File: config.mk
export PLATFORM = sky130hd
export DESIGN_NAME = sbus_frame_receiver_unit
export DESIGN_NICKNAME = d
export VERILOG_FILES = /design/src/rtl/core/sfr_pkg.sv /design/src/rtl/core/sbus_frame_receiver_unit.sv
export SDC_FILE = /design/constraint.sdc
export NUM_CORES = 1
export LEC_CHECK = 0
export BUFFER_PORTS_ARGS = -buffer_cell sky130_fd_sc_hd__buf_4
export CORE_MARGIN = 3
export CORE_UTILIZATION = 52
export DETAILED_ROUTE_END_ITERATION = 6
export PLACE_DENSITY = 0.68
export SYNTH_ARGS = -nofsm -noshare
export SYNTH_HDL_FRONTEND = slang
export SYNTH_SLANG_ARGS = --single-unit
File: constraint.sdc
create_clock -name clk_i -period 3.7 [get_ports clk_i]
set_clock_uncertainty 0.05 [all_clocks]
set_input_delay 0.185 -clock clk_i [delete_from_list [all_inputs] [get_ports clk_i]]
set_output_delay 0.185 -clock clk_i [all_outputs]
set_load 0.01 [all_outputs]
File: src/rtl/core/sfr_pkg.sv
// package of constants and types for the sbus frame receiver
`timescale 1ns / 1ps
package sfr_pkg;

  // frame layout
  localparam int unsigned FrameBytes   = 25;
  localparam int unsigned FlagByte     = 23;
  localparam int unsigned LastDataByte = 22;
  localparam int unsigned EndByte      = FrameBytes - 1;
  localparam logic [7:0]  HeaderByte   = 8'h0F;

  // channel layout
  localparam int unsigned NumChannels = 16;
  localparam int unsigned ChanBits    = 11;
  localparam int unsigned FlagBits    = 4;

  // widths of internal counters and buses
  localparam int unsigned CountW   = 5;
  localparam int unsigned ChanIdxW = 4;
  localparam int unsigned BankW    = 1;
  localparam int unsigned AddrW    = BankW + CountW;
  localparam int unsigned MemDepth = 1 << AddrW;
  localparam int unsigned BitBufW  = ChanBits - 1 + 8;
  localparam int unsigned OutDataW = 24;

  // one result as held in the output register
  typedef struct packed {
    logic                safe_flag;
    logic                lost_flag;
    logic                switch_two;
    logic                switch_one;
    logic [ChanBits-1:0] channel_value;
    logic [ChanIdxW-1:0] channel_index;
  } result_t;

endpackage

File: src/rtl/core/sbus_frame_receiver_unit.sv
// sbus frame receiver: byte hunt, ping-pong frame memory and channel unpacker
// First channel after end byte: bank full flag, read data, bit buffer, output register.
// Throughput: one byte per cycle in while a bank is free; the unpacker reads at most one
// stored byte per cycle and gives the 16 channels of a frame while output is not stalled.
// Input stalls only while both frame banks hold frames that are still being unpacked.
// Reset (rst_ni low, asynchronous) returns to header hunt with both banks empty.
`timescale 1ns / 1ps
module sbus_frame_receiver_unit (
  input  logic                         clk_i,
  input  logic                         rst_ni,
  // input bytes
  input  logic                         s_axis_tvalid_i,
  output logic                         s_axis_tready_o,
  input  logic [7:0]                   s_axis_tdata_i,  // rx_byte [7:0]
  // channel results
  output logic                         m_axis_tvalid_o,
  input  logic                         m_axis_tready_i,
  // channel_index [3:0], channel_value [14:4], switch_one [15], switch_two [16],
  // lost_flag [17], safe_flag [18], zero fill [23:19]
  output logic [sfr_pkg::OutDataW-1:0] m_axis_tdata_o,
  output logic                         m_axis_tlast_o   // last_channel
);

  localparam int unsigned CountW  = sfr_pkg::CountW;
  localparam int unsigned AddrW   = sfr_pkg::AddrW;
  localparam int unsigned BitBufW = sfr_pkg::BitBufW;
  localparam int unsigned ResW    = $bits(sfr_pkg::result_t);

  // frame memory, one bank per frame
  logic [7:0] mem_q [sfr_pkg::MemDepth];

  // byte hunt and frame writer state
  logic              in_frame_q, in_frame_d;
  logic [CountW-1:0] count_q, count_d;
  logic              wr_bank_q, wr_bank_d;
  logic [1:0]        full_q, full_d;
  logic [sfr_pkg::FlagBits-1:0] flags_q [2];

  // unpacker state
  logic                       rd_bank_q, rd_bank_d;
  logic [CountW-1:0]          rd_idx_q, rd_idx_d;
  logic                       rd_pend_q;
  logic [7:0]                 rd_data_q;
  logic [BitBufW-1:0]         buf_q, buf_d, base_buf;
  logic [CountW-1:0]          cnt_q, cnt_d, base_cnt;
  logic [sfr_pkg::ChanIdxW-1:0] ch_q, ch_d;

  // output register
  logic              out_valid_q, out_valid_d;
  sfr_pkg::result_t  res_q;
  logic              last_q;

  logic in_req, mem_we, frame_good, flag_we;
  logic drain_act, slot_free, emit, last_emit, rd_issue;

  // writer side
  assign s_axis_tready_o = !full_q[wr_bank_q];
  assign in_req          = s_axis_tvalid_i && s_axis_tready_o;
  assign mem_we  = in_req && in_frame_q && (count_q <= CountW'(sfr_pkg::LastDataByte));
  assign flag_we = in_req && in_frame_q && (count_q == CountW'(sfr_pkg::FlagByte));
  assign frame_good = in_req && in_frame_q && (count_q == CountW'(sfr_pkg::EndByte))
                      && (s_axis_tdata_i == 8'h00);

  // hunt and byte count
  always_comb begin
    in_frame_d = in_frame_q;
    count_d    = count_q;
    wr_bank_d  = wr_bank_q;
    if (in_req) begin
      if (!in_frame_q) begin
        if (s_axis_tdata_i == sfr_pkg::HeaderByte) begin
          in_frame_d = 1'b1;
          count_d    = CountW'(1);
        end
      end else if (count_q == CountW'(sfr_pkg::EndByte)) begin
        in_frame_d = 1'b0;
        count_d    = '0;
        if (frame_good) begin
          wr_bank_d = !wr_bank_q;
        end
      end else begin
        count_d = count_q + CountW'(1);
      end
    end
  end

  // bank occupancy
  always_comb begin
    full_d = full_q;
    if (last_emit) begin
      full_d[rd_bank_q] = 1'b0;
    end
    if (frame_good) begin
      full_d[wr_bank_q] = 1'b1;
    end
  end

  // unpacker: bit buffer fed at most one byte a cycle, drained eleven bits a result
  assign drain_act = full_q[rd_bank_q];
  assign slot_free = !out_valid_q || m_axis_tready_i;
  assign emit      = drain_act && (cnt_q >= CountW'(sfr_pkg::ChanBits)) && slot_free;
  assign last_emit = emit && (ch_q == sfr_pkg::ChanIdxW'(sfr_pkg::NumChannels - 1));

  always_comb begin
    base_cnt  = emit ? cnt_q - CountW'(sfr_pkg::ChanBits) : cnt_q;
    base_buf  = emit ? buf_q >> sfr_pkg::ChanBits : buf_q;
    buf_d     = base_buf;
    cnt_d     = base_cnt;
    ch_d      = emit ? ch_q + sfr_pkg::ChanIdxW'(1) : ch_q;
    rd_bank_d = rd_bank_q;
    rd_idx_d  = rd_idx_q;
    if (rd_pend_q) begin
      buf_d = base_buf | (BitBufW'(rd_data_q) << base_cnt);
      cnt_d = base_cnt + CountW'(8);
    end
    rd_issue = drain_act && !last_emit
               && (rd_idx_q <= CountW'(sfr_pkg::LastDataByte))
               && (cnt_d <= CountW'(sfr_pkg::ChanBits - 1));
    if (rd_issue) begin
      rd_idx_d = rd_idx_q + CountW'(1);
    end
    if (last_emit) begin
      buf_d     = '0;
      cnt_d     = '0;
      ch_d      = '0;
      rd_idx_d  = CountW'(1);
      rd_bank_d = !rd_bank_q;
    end
  end

  assign out_valid_d = emit || (out_valid_q && !m_axis_tready_i);

  // control registers
  always_ff @(posedge clk_i or negedge rst_ni) begin
    if (!rst_ni) begin
      in_frame_q  <= 1'b0;
      count_q     <= '0;
      wr_bank_q   <= 1'b0;
      full_q      <= '0;
      rd_bank_q   <= 1'b0;
      rd_idx_q    <= CountW'(1);
      rd_pend_q   <= 1'b0;
      buf_q       <= '0;
      cnt_q       <= '0;
      ch_q        <= '0;
      out_valid_q <= 1'b0;
    end else begin
      in_frame_q  <= in_frame_d;
      count_q     <= count_d;
      wr_bank_q   <= wr_bank_d;
      full_q      <= full_d;
      rd_bank_q   <= rd_bank_d;
      rd_idx_q    <= rd_idx_d;
      rd_pend_q   <= rd_issue;
      buf_q       <= buf_d;
      cnt_q       <= cnt_d;
      ch_q        <= ch_d;
      out_valid_q <= out_valid_d;
    end
  end

  // frame memory write and registered read
  always_ff @(posedge clk_i) begin
    if (mem_we) begin
      mem_q[{wr_bank_q, count_q}] <= s_axis_tdata_i;
    end
    if (rd_issue) begin
      rd_data_q <= mem_q[{rd_bank_q, rd_idx_q}];
    end
  end

  // flag byte per bank
  always_ff @(posedge clk_i) begin
    if (flag_we) begin
      flags_q[wr_bank_q] <= s_axis_tdata_i[sfr_pkg::FlagBits-1:0];
    end
  end

  // output payload
  always_ff @(posedge clk_i) begin
    if (emit) begin
      res_q.channel_index <= ch_q;
      res_q.channel_value <= buf_q[sfr_pkg::ChanBits-1:0];
      res_q.switch_one    <= flags_q[rd_bank_q][0];
      res_q.switch_two    <= flags_q[rd_bank_q][1];
      res_q.lost_flag     <= flags_q[rd_bank_q][2];
      res_q.safe_flag     <= flags_q[rd_bank_q][3];
      last_q              <= last_emit;
    end
  end

  assign m_axis_tvalid_o = out_valid_q;
  assign m_axis_tdata_o  = {(sfr_pkg::OutDataW - ResW)'(0), res_q};
  assign m_axis_tlast_o  = last_q;

  // checks
  a_no_write_full_bank : assert property (@(posedge clk_i) disable iff (!rst_ni)
    mem_we |-> !full_q[wr_bank_q])
    else $error("write into a bank that is still being unpacked");

  a_bitbuf_bound : assert property (@(posedge clk_i) disable iff (!rst_ni)
    cnt_q <= CountW'(BitBufW))
    else $error("bit buffer overfilled");

  a_frame_fully_read : assert property (@(posedge clk_i) disable iff (!rst_ni)
    last_emit |-> (!rd_pend_q && rd_idx_q == CountW'(sfr_pkg::LastDataByte + 1)))
    else $error("frame finished before all bytes were read");

  a_read_only_full : assert property (@(posedge clk_i) disable iff (!rst_ni)
    rd_issue |-> (full_q[rd_bank_q] && !(mem_we && wr_bank_q == rd_bank_q)))
    else $error("read from a bank that is being written");

endmodule
==> run summary <==
WP data required: 4.12 ns
Antenna fix cells: 0
Avg Cell Area, Syn: 19.3 sq um
# H-tree levels: 2
Reg2reg path depth: 9
Fill count: 3260
RSZ-0062 raised after global routing: no
CP Max Fanout: 8
Final hold vios: 0
I/O Buffers: 33
Routed WL: 48500 um
Minimum clock period: 3.29 ns
Outcome: finished, violations left
Pint: 10.9 mW
Seq. cell area: 0.0176 sq mm
Least-Margin Pin Slew: 0.957 ns
Multi-input gate area: 0.00634 sq mm
Post-Synthesis Cells: 1229
Initial Utilization: 0.532
WP depth: 9
Post-synth EDFFs: 548
R2r endpoint: buf_q[12]
IO Pins: 39
Placed cell areas: 0.0253 sq mm
Reg clk slew, reported paths: 0.06 ns
Fin. max-slew vios: 0
Net Sw Frac: 0.201
Core Box Area: 0.0447 sq mm
Synth cell types: 63
GP Congestion: 0.901
Cell family with most CP delay: simple AND/OR/NAND/NOR gates
Initial antenna violation count: 0
Die area: 0.0483 sq mm
Cts repair resizes: 0
Via count: 11900
Worst Hold Endpoint: wr_bank_q
Part of the power in the clock network: 0.425
DRT iter0 DRCs: 1066
Worst setup margin: 0.406 ns
Design area: 0.0272 sq mm
Bufs on Longest Clock Path: 3
GRT Total Usage: 0.208
TritonCTS clock tree: yes
Row cnt: 77
Worst Setup Start Kind: flip-flop
Synth Cell Area: 0.0238 sq mm
Layout Nets: 1446
Sequential share of the synthesized area: 0.739
Worst reg2reg path startpoint: cnt_q[1]
Post-place setup slack: 0.469 ns
YS warnings: 0
Crit path DAT: 3.71 ns
Die Height: 220 um
CP Cell Sequence: ha_1 > a2111oi_2 > or4_1 > buf_4 > a21oi_1 > o21ai_1 > and3_1 > nor4_1 > or3_1
Post-route setup TNS: 0 ns
Die X: 220 um
Total power draw: 13.7 mW
Power Density: 502 mW/mm^2
Slew headroom: 0.362
CTS Buf Count: 58
Fmax: 304 MHz
Average wire per standard cell: 23.5 um
Yosys reg bits: 592
Clock root buffer: clkbuf_16
Via/cell ratio: 5.78
Top FF cell, synth: edfxtp_1
Crit end category: flip-flop
Slowest CP cell: a2111oi_2
# setup viols final: 0
Area growth syn-to-layout: 14.6%
Hold Path Class: primary input to flip-flop
Maxcap violations: 0
CTS sink cnt: 592
Pin count of the biggest net entering global routing: 69
Overflow after GRT: 0
Share of layout cells above drive strength 1: 0.216
Peak VDD IR: 422 uV
FFs w/ async S/R, synth: 0.0743
Hold wc startpoint: s_axis_tdata_i[2]
Static leakage: 8.87 nW
Hold Path Depth: 4
Sw Pwr: 2.74 mW
Register-to-Register Setup Slack: 0.41 ns
DRC violations left: 1
Logic pwr share: 0.026
First-pass GRT wire length: 74700 um
CP peak stage delay: 0.53 ns
Crit Path Class: flip-flop to flip-flop
Fin crit share: 0.890
Violated checks: design-rule violations
First drt pass iteration count: 7
WP buf/inv: 1
Clock latency on the worst-skew pair: 0.61 ns
Vias in the first global route: 12400
Sequential share of power: 0.550
Post-DP HPWL: 29600 um
Post-route ant nets: 0
flip-flops by register name, indices dropped and copies added, names as in the netlist:
register and count:
m_axis_tvalid_o 1, full_q 2, rd_idx_q 5, flags_q 8
m_axis_tdata_o 19, rd_data_q 8, count_q 5, rd_bank_q 1
ch_q 4, m_axis_tlast_o 1, in_frame_q 1, wr_bank_q 1
cnt_q 5, buf_q 18, mem_q 512, rd_pend_q 1
worst max-delay path by stage:
stage | end | start | slack (ns)
3_5_place_dp | buf_q[16] | cnt_q[1] | 0.47
6_report | buf_q[12] | cnt_q[1] | 0.41
3_3_place_gp | buf_q[2] | cnt_q[1] | 0.54
5_1_grt | buf_q[2] | cnt_q[1] | 0.14
4_1_cts | buf_q[2] | cnt_q[1] | 0.46
2_1_floorplan | ch_q[3] | cnt_q[1] | 0.68
metal layers:
metal,up-vias,share of wire,global-route usage
met5,-,0,0
met4,0,0.027,0.0620
met3,82,0.056,0.0387
met2,326,0.51,0.349
met1,6225,0.41,0.283
li1,5288,-,-
synthesized netlist by cell type (all sizes together), types with 12 or more instances:
| library cell | instances | share of area |
|---|---|---|
| mux2i | 44 | 0.019 |
| buf | 40 | 0.0089 |
| dfrtp | 43 | 0.045 |
| nand3 | 19 | 0.0042 |
| a21oi | 26 | 0.0055 |
| nand2 | 49 | 0.0077 |
| o21ai | 36 | 0.0076 |
| nor3 | 17 | 0.0038 |
| clkbuf | 29 | 0.0046 |
| nor2 | 90 | 0.014 |
| inv | 12 | 0.0020 |
| mux4 | 147 | 0.14 |
| edfxtp | 548 | 0.69 |
cell type report:
cell class,instances,share of cell area
clock buffers,72,0.0571
clock inverters,31,0.0120
inverters,12,0.00174
multi-input cells,688,0.233
flip-flops and latches,592,0.645
well taps,592,0.0272
repair buffers,75,0.0244
metrics by stage:
| step | hold WS, ns | utilization | instances |
|---|---|---|---|
| after floorplan | -0.161 | - | 1361 |
| after global placement | 0.164 | 0.566 | 1953 |
| after detailed placement | 0.170 | 0.566 | 1953 |
| after CTS | 0.0341 | 0.610 | 2062 |
| after global routing | 0.0490 | 0.610 | 2062 |
| final | 0.0606 | 0.610 | 2062 |
tightest hold or removal path, delay by kind of cell:
kind	cells	cell delay [ns]
xor gates and xnor gates	1	0.12
buffers and inverters	1	0.15
and+or+nand+nor	2	0.20
timing repair:
action                                 in CTS  in global routing
endpoints found under the hold margin      60                  0
setup buffers                               0                  0
hold buffers                                6                  0
cell usage in the layout (no fill, tap or decap), drive strengths merged, types with 5 or more instances in the layout:
cell type / synthesis / final
a221o: 5 / 5
nand2b: 6 / 6
o21ai: 36 / 36
nand2: 49 / 49
nor4: 8 / 8
clkbuf: 29 / 72
buf: 40 / 69
nand3: 19 / 19
dfrtp: 43 / 43
dlygate4sd3: 0 / 6
a21oi: 26 / 26
ha: 7 / 7
o22ai: 8 / 8
mux4: 147 / 147
conb: 1 / 133
o31ai: 6 / 6
edfxtp: 548 / 548
xnor2: 6 / 6
o221ai: 9 / 9
clkinv: 0 / 21
and3: 7 / 7
inv: 12 / 14
bufinv: 0 / 6
mux2: 10 / 10
nor3: 17 / 17
mux2i: 44 / 44
nor2: 90 / 90
a2111oi: 6 / 6
power by group through the flow:
| stage | clock [mW] | sequential (mW) | combinational (mW) |
|---|---|---|---|
| after floorplan | 0 | 7.63 | 0.172 |
| after global placement | 0 | 7.65 | 0.333 |
| after detailed placement | 0 | 7.66 | 0.345 |
| after CTS | 5.94 | 7.52 | 0.350 |
| after global routing | 6.21 | 7.53 | 0.382 |
| final | 5.80 | 7.52 | 0.349 |
kinds of logic after synthesis:
logic type / after synthesis / synth area share
adder cells (fa/ha/maj): 7 / 0.00368
AND/OR/NAND/NOR: 216 / 0.0411
buffers and inverters: 81 / 0.0155
AO/OA/AOI/OAI: 124 / 0.0350
flip-flops: 592 / 0.739
other: 1 / 0.000158
multiplexers: 201 / 0.163
XOR/XNOR: 7 / 0.00337
No activity file was read; power rests on OpenSTA's default activity.
